--- src/rtl/core/meq_pkg.sv ---
// ----------------------------------------------------------------------------
// meq_pkg
// Shared constants, codes, control structs and helper functions for the
// multiband dynamic state-variable equalizer.
// ----------------------------------------------------------------------------
package meq_pkg;

    localparam int BAND_COUNT     = 8;
    localparam int COEF_FRAC_BITS = 24;
    localparam int STATE_WIDTH    = 40;

    localparam int SW             = STATE_WIDTH;
    localparam int EXT_W          = SW + 3;
    localparam int SIG_FRAC       = 8;
    localparam int COEF_W         = 32;
    localparam int MAG_W          = 48;
    localparam int PROD_W         = 80;
    localparam int COEFS_PER_BAND = 11;
    localparam int COEF_DEPTH     = BAND_COUNT * COEFS_PER_BAND;
    localparam int COEF_AW        = $clog2(COEF_DEPTH);
    localparam int BAND_W         = (BAND_COUNT > 1) ? $clog2(BAND_COUNT) : 1;
    localparam int ENV_W          = 31;
    localparam int WET_W          = 17;
    localparam int SMP_W          = 16;
    localparam int CFG_AW         = 3;
    localparam int CFG_DW         = 16;

    localparam logic [ENV_W-1:0] ENV_MAX = {ENV_W{1'b1}};
    localparam logic [WET_W-1:0] WET_ONE = WET_W'(32768);

    localparam logic signed [SW-1:0] SW_MAX = {1'b0, {(SW-1){1'b1}}};
    localparam logic signed [SW-1:0] SW_MIN = {1'b1, {(SW-1){1'b0}}};
    localparam logic signed [EXT_W-1:0] SAT_HI = EXT_W'(SW_MAX);
    localparam logic signed [EXT_W-1:0] SAT_LO = EXT_W'(SW_MIN);

    // coefficient slots within one band
    localparam logic [3:0] CI_G       = 4'd0;
    localparam logic [3:0] CI_A1      = 4'd1;
    localparam logic [3:0] CI_A2      = 4'd2;
    localparam logic [3:0] CI_M0      = 4'd3;
    localparam logic [3:0] CI_M1      = 4'd4;
    localparam logic [3:0] CI_M2      = 4'd5;
    localparam logic [3:0] CI_DET_G   = 4'd6;
    localparam logic [3:0] CI_DET_A1  = 4'd7;
    localparam logic [3:0] CI_DET_A2  = 4'd8;
    localparam logic [3:0] CI_ATK     = 4'd9;
    localparam logic [3:0] CI_REL     = 4'd10;

    // configuration register indexes
    localparam logic [CFG_AW-1:0] CFG_DYN  = 3'd0;
    localparam logic [CFG_AW-1:0] CFG_MUTE = 3'd1;
    localparam logic [CFG_AW-1:0] CFG_SOLO = 3'd2;
    localparam logic [CFG_AW-1:0] CFG_TGT  = 3'd3;
    localparam logic [CFG_AW-1:0] CFG_STEP = 3'd4;

    typedef enum logic [1:0] {
        REQ_FRAME = 2'd0,
        REQ_COEF  = 2'd1,
        REQ_ENV   = 2'd2
    } t_req;

    typedef enum logic [3:0] {
        STP_D0, STP_D1, STP_D2,
        STP_E0, STP_E1, STP_E2, STP_E3, STP_E4, STP_E5,
        STP_MIX
    } t_step;

    typedef enum logic [2:0] {
        ST_IDLE, ST_BAND, ST_MIX, ST_ENV, ST_DONE
    } t_state;

    typedef struct packed {
        logic              load;
        logic              consume;
        t_step             step;
        logic [BAND_W-1:0] band;
        logic              solo_hit;
        logic              solo_on;
    } t_lane_ctl;

    typedef struct packed {
        logic              clr_peaks;
        logic              peak_upd;
        logic              consume;
        logic [BAND_W-1:0] band;
    } t_env_ctl;

    function automatic logic signed [SW-1:0] sat_sw(input logic signed [EXT_W-1:0] v);
        logic signed [SW-1:0] r;
        if (v > SAT_HI) r = SW_MAX;
        else if (v < SAT_LO) r = SW_MIN;
        else r = v[SW-1:0];
        return r;
    endfunction

    function automatic logic mask_bit(input logic [7:0] m, input logic [BAND_W-1:0] b);
        int unsigned bi;
        bi = b;
        return (bi < 8) && m[bi[2:0]];
    endfunction

    function automatic logic [3:0] step_coef(input t_step s);
        logic [3:0] r;
        case (s)
            STP_D0:  r = CI_DET_A1;
            STP_D1:  r = CI_DET_A2;
            STP_D2:  r = CI_DET_G;
            STP_E0:  r = CI_A1;
            STP_E1:  r = CI_A2;
            STP_E2:  r = CI_G;
            STP_E3:  r = CI_M0;
            STP_E4:  r = CI_M1;
            STP_E5:  r = CI_M2;
            default: r = CI_G;
        endcase
        return r;
    endfunction

endpackage

--- src/rtl/core/meq_mul.sv ---
// ----------------------------------------------------------------------------
// meq_mul
// Two-stage signal-by-coefficient multiplier, rounded half away from zero
// and saturated to the state width.
// ----------------------------------------------------------------------------
module meq_mul (
    input  logic                               i_clk,
    input  logic signed [meq_pkg::SW-1:0]      i_a,
    input  logic signed [meq_pkg::COEF_W-1:0]  i_c,
    input  logic                               i_sh16,
    output logic signed [meq_pkg::SW-1:0]      o_p
);
    import meq_pkg::*;

    logic [SW-1:0]     w_ma;
    logic [MAG_W-1:0]  w_ma_ext;
    logic [COEF_W-1:0] w_mc;
    logic [63:0]       r_lo;
    logic [47:0]       r_hi;
    logic              r_neg;
    logic              r_sh16;
    logic [PROD_W-1:0] w_full;
    logic [PROD_W-1:0] w_rnd;
    logic [PROD_W-1:0] w_m;
    logic              w_ovf;
    logic signed [SW-1:0] w_res;

    // stage 1: magnitudes and partial products
    assign w_ma     = i_a[SW-1] ? (~$unsigned(i_a) + SW'(1)) : $unsigned(i_a);
    assign w_ma_ext = MAG_W'(w_ma);
    assign w_mc     = i_c[COEF_W-1] ? (~$unsigned(i_c) + 32'd1) : $unsigned(i_c);

    always_ff @(posedge i_clk) begin
        r_lo   <= w_ma_ext[31:0] * w_mc;
        r_hi   <= w_ma_ext[MAG_W-1:32] * w_mc;
        r_neg  <= i_a[SW-1] ^ i_c[COEF_W-1];
        r_sh16 <= i_sh16;
    end

    // stage 2: combine, round, scale, saturate
    assign w_rnd  = r_sh16 ? (PROD_W'(1) << 15) : (PROD_W'(1) << (COEF_FRAC_BITS - 1));
    assign w_full = {r_hi, 32'd0} + PROD_W'(r_lo) + w_rnd;
    assign w_m    = r_sh16 ? (w_full >> 16) : (w_full >> COEF_FRAC_BITS);
    assign w_ovf  = |w_m[PROD_W-1:SW-1];

    always_comb begin
        if (r_neg) w_res = w_ovf ? SW_MIN : $signed(~w_m[SW-1:0] + SW'(1));
        else       w_res = w_ovf ? SW_MAX : $signed(w_m[SW-1:0]);
    end

    always_ff @(posedge i_clk) begin
        o_p <= w_res;
    end
endmodule

--- src/rtl/core/meq_env.sv ---
// ----------------------------------------------------------------------------
// meq_env
// Merge stage: folds both lanes' detector peaks per band and runs the
// attack/release envelope update with its own multiplier.
// ----------------------------------------------------------------------------
module meq_env (
    input  logic                              i_clk,
    input  logic                              i_rst_n,
    input  meq_pkg::t_env_ctl                 i_ctl,
    input  logic        [meq_pkg::SW-1:0]     i_mag_l,
    input  logic        [meq_pkg::SW-1:0]     i_mag_r,
    input  logic signed [meq_pkg::COEF_W-1:0] i_coef,
    input  logic                              i_dyn_wr,
    input  logic        [7:0]                 i_dyn_mask,
    output logic                              o_attack,
    output logic        [meq_pkg::ENV_W-1:0]  o_env
);
    import meq_pkg::*;

    logic [ENV_W-1:0] r_pk  [BAND_COUNT];
    logic [ENV_W-1:0] r_env [BAND_COUNT];

    logic [SW-1:0]        w_mag;
    logic [ENV_W-1:0]     w_pk_new;
    logic [ENV_W-1:0]     w_pk, w_envb;
    logic signed [31:0]   w_diff;
    logic signed [SW-1:0] w_p;
    logic signed [SW:0]   w_n;
    logic [ENV_W-1:0]     w_n_clamp;

    // peak in Q15.16, saturated
    assign w_mag    = (i_mag_l > i_mag_r) ? i_mag_l : i_mag_r;
    assign w_pk_new = (|w_mag[SW-1:23]) ? ENV_MAX : {w_mag[22:0], 8'd0};

    assign w_pk     = r_pk[i_ctl.band];
    assign w_envb   = r_env[i_ctl.band];
    assign o_attack = w_pk > w_envb;
    assign o_env    = w_envb;
    assign w_diff   = $signed({1'b0, w_envb}) - $signed({1'b0, w_pk});

    meq_mul u_mul (
        .i_clk  (i_clk),
        .i_a    (SW'(w_diff)),
        .i_c    (i_coef),
        .i_sh16 (1'b0),
        .o_p    (w_p)
    );

    assign w_n = (SW+1)'($signed({1'b0, w_pk})) + (SW+1)'(w_p);

    always_comb begin
        if (w_n[SW]) w_n_clamp = '0;
        else if (|w_n[SW-1:ENV_W]) w_n_clamp = ENV_MAX;
        else w_n_clamp = w_n[ENV_W-1:0];
    end

    always_ff @(posedge i_clk) begin
        if (i_ctl.clr_peaks) begin
            for (int i = 0; i < BAND_COUNT; i++) r_pk[i] <= '0;
        end else if (i_ctl.peak_upd && (w_pk_new > w_pk)) begin
            r_pk[i_ctl.band] <= w_pk_new;
        end
    end

    always_ff @(posedge i_clk) begin
        if (!i_rst_n) begin
            for (int i = 0; i < BAND_COUNT; i++) r_env[i] <= '0;
        end else if (i_dyn_wr) begin
            // drop envelopes of bands that are no longer tracked
            for (int i = 0; i < BAND_COUNT; i++) begin
                if (!mask_bit(i_dyn_mask, BAND_W'(i))) r_env[i] <= '0;
            end
        end else if (i_ctl.consume) begin
            r_env[i_ctl.band] <= w_n_clamp;
        end
    end
endmodule

--- config.mk ---
export PLATFORM = sky130hd
export DESIGN_NAME = meq_env
export DESIGN_NICKNAME = d
export VERILOG_FILES = /design/src/rtl/core/meq_pkg.sv /design/src/rtl/core/meq_mul.sv /design/src/rtl/core/meq_env.sv
export SDC_FILE = /design/constraint.sdc
export NUM_CORES = 2
export LEC_CHECK = 0
export BUFFER_PORTS_ARGS = -buffer_cell sky130_fd_sc_hd__clkbuf_2
export CAP_MARGIN = 20
export CORE_MARGIN = 3
export CORE_UTILIZATION = 30
export DETAILED_ROUTE_END_ITERATION = 10
export HOLD_SLACK_MARGIN = 0.15
export PLACE_DENSITY_LB_ADDON = 0.3
export SLEW_MARGIN = 30
export SYNTH_ARGS = -nofsm -noshare
export SYNTH_HDL_FRONTEND = slang
export SYNTH_SLANG_ARGS = --single-unit
--- constraint.sdc ---
create_clock -name i_clk -period 34.5 [get_ports i_clk]
set_input_delay 3.45 -clock i_clk [delete_from_list [all_inputs] [get_ports i_clk]]
set_output_delay 3.45 -clock i_clk [all_outputs]
set_load 0.01 [all_outputs]
* Word level (Yosys, flattened, before mapping) *
Memory sizes are Yosys's and may differ from the RTL's.
Cells that the tools add are included.

storage, ports and cells
  register bits = 153
  memory bits (writable) = 496
  bits of input ports = 129
  output and inout port bits = 32
  logic and storage cells = 101
  memories = 2

operators by class
  add/subtract/negate cells = 7
  $mul = 2
  magnitude comparators = 3
  muxes and demuxes = 65
  bitwise operators = 12
  reduce and logical (&&, ||, !) cells = 6

memory list
  name   depth  width  read ports  clocked after memory_dff  write ports  RTL line       text
  r_env  8      31     1           0                         8            meq_env.sv:21  logic [ENV_W-1:0] r_env [BAND_COUNT];
  r_pk   8      31     1           0                         8            meq_env.sv:20  logic [ENV_W-1:0] r_pk [BAND_COUNT];

operators with widths
  kind                                                              number
  31-bit two-way mux                                                13
  40-bit two-way mux                                                5
  40-bit by 1-bit adder with 40-bit output, second input constant   2
  80-bit by 24-bit adder with 80-bit output, second input constant  1
  80-bit by 64-bit adder with 80-bit output                         1
  40-bit NOT                                                        2
  32-bit by 32-bit multiplier with 64-bit output                    1
  31-bit greater-than comparator                                    2
  31-bit OR reduction                                               2
  1-bit two-way mux                                                 44
  32-bit by 40-bit adder with 41-bit output                         1
  40-bit greater-than comparator                                    1
  8-bit by 32-bit multiplier with 40-bit output                     1
  17-bit OR reduction                                               2
  32-bit by 1-bit adder with 32-bit output, second input constant   1
  32-bit two-way mux                                                1
  32-bit NOT                                                        1
  31-bit by 31-bit subtractor with 32-bit output                    1
  9-bit OR reduction                                                1
  1-bit OR                                                          8
  3-bit two-way mux                                                 2
  1-bit logical AND                                                 1
  1-bit XOR                                                         1

* Longest topological paths before layout *
  word-level depth = 11
  mapped depth = 48

* Cells and area by module *
Synthesis repeated with hierarchy kept, for this count alone.

second synthesis, totals
  cells, all modules = 7,898
  area, all modules = 72,766.0 µm²

by module, submodules not included
  module   times used  cells an instance  area each (µm²)  seq. area each (µm²)
  meq_mul  1           5,749              48,914.4         2,622.5
  meq_env  1           2,149              23,851.6         13,212.7

* Least setup slack after synthesis *
No wires, ideal clock.

  path kind = input to register
  start = in i_ctl[2] (netlist name)
  end = reg u_mul.r_lo[62]
  arrival = 15.044 ns
  required time = 34.394 ns
  setup slack = 19.350 ns
  cell stages on the path = 47
  cells stage by stage = and3b_1 > clkbuf_1 > clkbuf_1 > a22oi_1 > and4_1 > inv_1 > ha_1 > fa_1 > nor2b_1 > o21ai_1 > a21boi_1 > nor2_1 > or4_1 > a21o_1 > or3_1 > nor4_4 > nor2_1 > xnor2_1 > [... 11 more ...] > fa_1 > inv_1 > fa_1 > inv_1 > fa_1 > inv_1 > ha_1 > a21oi_1 > o21ai_0 > a221oi_1 > nand2_1 > a41oi_1 > o31ai_1 > a31oi_1 > a211o_1 > a211oi_1 > or4_1 > o311ai_0

on the way
  longest elaborated chain between the ends = 6
  elaborated cells on any way between the ends = 7
  classes of those cells = add/sub (2); mul (1); mux (1); bitwise (1); memory (2)

RTL lines
  what                                              RTL line       text
  start: declaration                                meq_env.sv:9   input meq_pkg::t_env_ctl i_ctl,
  memory 8 x 31 bit, on equally long branches       n/a
  31-bit by 31-bit subtractor with 32-bit output *  meq_env.sv:39  assign w_diff = $signed({1'b0, w_envb}) - $signed({1'b0, w_pk});
  40-bit NOT                                        meq_mul.sv:29  assign w_ma = i_a[SW-1] ? (~$unsigned(i_a) + SW'(1)) : $unsigned(i_a);
  40-bit by 1-bit adder with 40-bit output          meq_mul.sv:29
  40-bit two-way mux *                              meq_mul.sv:29
  32-bit by 32-bit multiplier with 64-bit output *  meq_mul.sv:34  r_lo <= w_ma_ext[31:0] * w_mc;
  end signal: assignment                            meq_mul.sv:34
  end: declaration                                  meq_mul.sv:18  logic [63:0] r_lo;

Every way passes the cells marked *; elsewhere a longest branch is shown, timed or not.

* Worst setup path after layout *
  start = in i_ctl[0] (netlist name)
  end = reg u_mul.r_lo[62]

Same word-level chain as after synthesis.

==> out/metrics.json <==
{
  "place": {
    "placedCellCount": 10579,
    "io_buffers": 160,
    "dp_hpwl_um": 168500,
    "routabilityCongestion": 0.9120,
    "dpl_worst_slack_ns": 17.14
  },
  "cts": {
    "tritoncts_clock_tree": "yes",
    "clk_path_buf_depth": 3,
    "cts.repair_timing.setup_buffer_count": 0,
    "ctsResizeCount": 0,
    "clk_root_buffer_cell": "sky130_fd_sc_hd__clkbuf_16",
    "clk-insertion-delay-late_ns": 0.61,
    "cts_buffers": 66,
    "postCtsHoldBufs": 0,
    "clk_transition_reported_paths_ns": 0.06,
    "clock_sinks": 562,
    "clock_tree.htree_level_count": 3
  },
  "job": {
    "cap_viol_max_count": 0
  },
  "sta": {
    "worst-slew-pin-transition_ns": 1.028,
    "fin_skew_ns": 0.01993,
    "max_freq_mhz": 59.46,
    "final-hold-violation-count": 0,
    "timing_max_transition_violations_final": 0,
    "fin_ws_ns": 17.68,
    "min_period_over_period": 0.4875,
    "fin_crit_period_ns": 16.82,
    "setup_tns_ns": 0,
    "rsz0062_at_grt": "no",
    "finalSetupViolCount": 0,
    "slew-limit-headroom": 0.3140
  },
  "logic_synthesis": {
    "synth_cell_type_count": 94,
    "fraction_of_registers_with_async_set_or_reset_after_synthesis": 0,
    "synth_flop_cell": "sky130_fd_sc_hd__edfxtp_1",
    "syn_avg_cell_area_um2": 9.437,
    "synthCells": 7355,
    "synth_enable_flop_cells": 440,
    "yosys_warnings": 0,
    "mappedNetlistArea_um2": 69410,
    "synth_seq_area_share": 0.2255,
    "synth_seq_cells": 562
  },
  "drt": {
    "dr.first_iter.drc_count": 4541,
    "num_vias": 54237,
    "wl_um": 219300,
    "antenna_left": 0,
    "routed_via_density": 5.069,
    "route.detailed.wl_per_inst_um": 20.50,
    "drc": 0,
    "detailedRoute.firstPassIterationCount": 7
  },
  "finish": {
    "area_growth_pct": 12.03,
    "final_net_count": 9328,
    "drive_above_1_share": 0.07373,
    "postLayoutCoreUtil": 0.3398,
    "nFillCells": 23394,
    "layout.cells.most_common": "sky130_fd_sc_hd__inv_1",
    "mostFrequentLayoutCells": "sky130_fd_sc_hd__inv_1, sky130_fd_sc_hd__fa_1, sky130_fd_sc_hd__nor2_1, sky130_fd_sc_hd__nand2_1, sky130_fd_sc_hd__ha_1",
    "layoutNonFillerInstCount": 10699,
    "n_antenna_cell": 0
  },
  "critical_path": {
    "critPathBufInv": 10,
    "setup.worst_path.class": "in -> reg",
    "required_ns": 34.98,
    "slowest_delay_ns": 0.80,
    "worst-endpoint-arrival_ns": 17.30,
    "worst_path_dominant_cell_family": "adder cells",
    "endpoint_kind": "flop",
    "timing.critical_path.depth": 46,
    "critical_path.slowest_cell": "sky130_fd_sc_hd__and3_2",
    "worst_r2r_path_depth": 45,
    "worst_path_most_repeated_cell": "sky130_fd_sc_hd__fa_1",
    "crit_path_max_fanout": 30,
    "setup.worst_path.start_class": "input port"
  },
  "global_route": {
    "initial_antenna_violation_count": 3,
    "grt_start_max_net_pins": 111,
    "groute.layer.met2.usage": 0.3036,
    "vias_in_the_first_global_route": 56269,
    "met3_usage": 0.02399,
    "gr-max-usage-layer": "met2",
    "groute.layer.met1.usage": 0.2555,
    "grt.overflow.total": 0,
    "global_route.usage.total": 0.1846,
    "wire_length_of_the_first_global_routing_pass_um": 341500
  },
  "worst_hold_path": {
    "number_of_cells_on_the_worst_hold_path": 2,
    "timing.hold.worst.class": "reg -> reg"
  },
  "die": {
    "initial_utilization": 0.3033,
    "die_h_um": 487,
    "num_io_pins": 161,
    "standard_cell_row_count": 175,
    "coreArea_um2": 228800,
    "die_outline_area_um2": 237200,
    "die-width_um": 487
  },
  "outcome": {
    "status": "completed"
  }
}
-- worst register-to-register path: cells and delay by family (launching register included) --
family,cells,cell delay (ns)
AOI/OAI and AO/OA,14,4.05
xor gates and xnor gates,1,0.16
DFF,1,0.36
and+or+nand+nor,9,2.58
adders and majority gates,11,5.01
buffers and inverters,10,1.20
-- state kept, by name (all words and copies together) (netlist names) --
name         flops
u_mul.o_p       40
u_mul.r_hi      40
r_pk           192
r_env          248
u_mul.r_neg      1
u_mul.r_lo      41
-- cell type report --
cell class	count	area, µm²	share of cell area
clock buffer	85	1764	0.02269
clock inverter	34	364.1	0.004683
inverter	1236	4639	0.05967
multi-input combinational	5450	49540	0.6371
sequential	562	15660	0.2014
tap	3009	3765	0.04842
timing repair buffer	323	2029	0.02610
-- cells in the mapped netlist, types with 84 or more instances --
library cell | n | share of area
sky130_fd_sc_hd__inv_1 | 1235 | 0.067
sky130_fd_sc_hd__fa_1 | 1077 | 0.31
sky130_fd_sc_hd__nor2_1 | 813 | 0.044
sky130_fd_sc_hd__nand2_1 | 703 | 0.038
sky130_fd_sc_hd__ha_1 | 483 | 0.087
sky130_fd_sc_hd__edfxtp_1 | 440 | 0.19
sky130_fd_sc_hd__a21oi_1 | 433 | 0.031
sky130_fd_sc_hd__clkbuf_1 | 334 | 0.018
sky130_fd_sc_hd__a22oi_1 | 227 | 0.025
sky130_fd_sc_hd__xnor2_1 | 162 | 0.020
sky130_fd_sc_hd__a21o_1 | 144 | 0.016
sky130_fd_sc_hd__o21ai_0 | 124 | 0.0089
sky130_fd_sc_hd__dfxtp_1 | 122 | 0.035
sky130_fd_sc_hd__xor2_1 | 110 | 0.014
sky130_fd_sc_hd__nand4_1 | 84 | 0.0076
-- final timing paths --
| path | startpoint | end | slack [ns] |
|---|---|---|---|
| max | i_ctl[0] | u_mul.r_lo[62]$_DFF_P_ | 17.68 |
| min | u_mul.r_lo[31]$_DFF_P_ | u_mul.o_p[7]$_DFF_P_ | 0.75 |
| max reg2reg | r_pk[5][6]$_SDFFCE_PN0P_ | u_mul.r_lo[62]$_DFF_P_ | 21.02 |
| min reg2reg | u_mul.r_lo[31]$_DFF_P_ | u_mul.o_p[7]$_DFF_P_ | 0.75 |
-- logic make-up (layout without fill, tap and decap cells) --
kind of cell	Yosys count	count (layout)	synth area share
muxes	18	18	0.002722
AOI/OAI and AO/OA	1286	1286	0.1204
xor gates and xnor gates	274	274	0.03479
DFF	562	562	0.2255
adders and majority gates	1560	1560	0.3977
buffers and inverters	1597	1678	0.08674
other	2	256	0.0001082
and+or+nand+nor	2056	2056	0.1320
-- stage by stage --
stage          instance area, µm²  hold WS [ns]
6_report                    77760        0.7525
4_1_cts                     77670        0.7481
3_5_place_dp                75540        0.7322
5_1_grt                     77760        0.7754
2_1_floorplan               70360        0.5801
3_3_place_gp                75400        0.7218
-- routing by layer --
metal	vias to the layer above	share of wire
met5	-	0
met4	0	0.029
met3	273	0.073
met2	1980	0.46
met1	27698	0.43
li1	24286	-
Power is not shown: default switching activity piles up to over one toggle a cycle in this logic, so the estimate is an artifact.
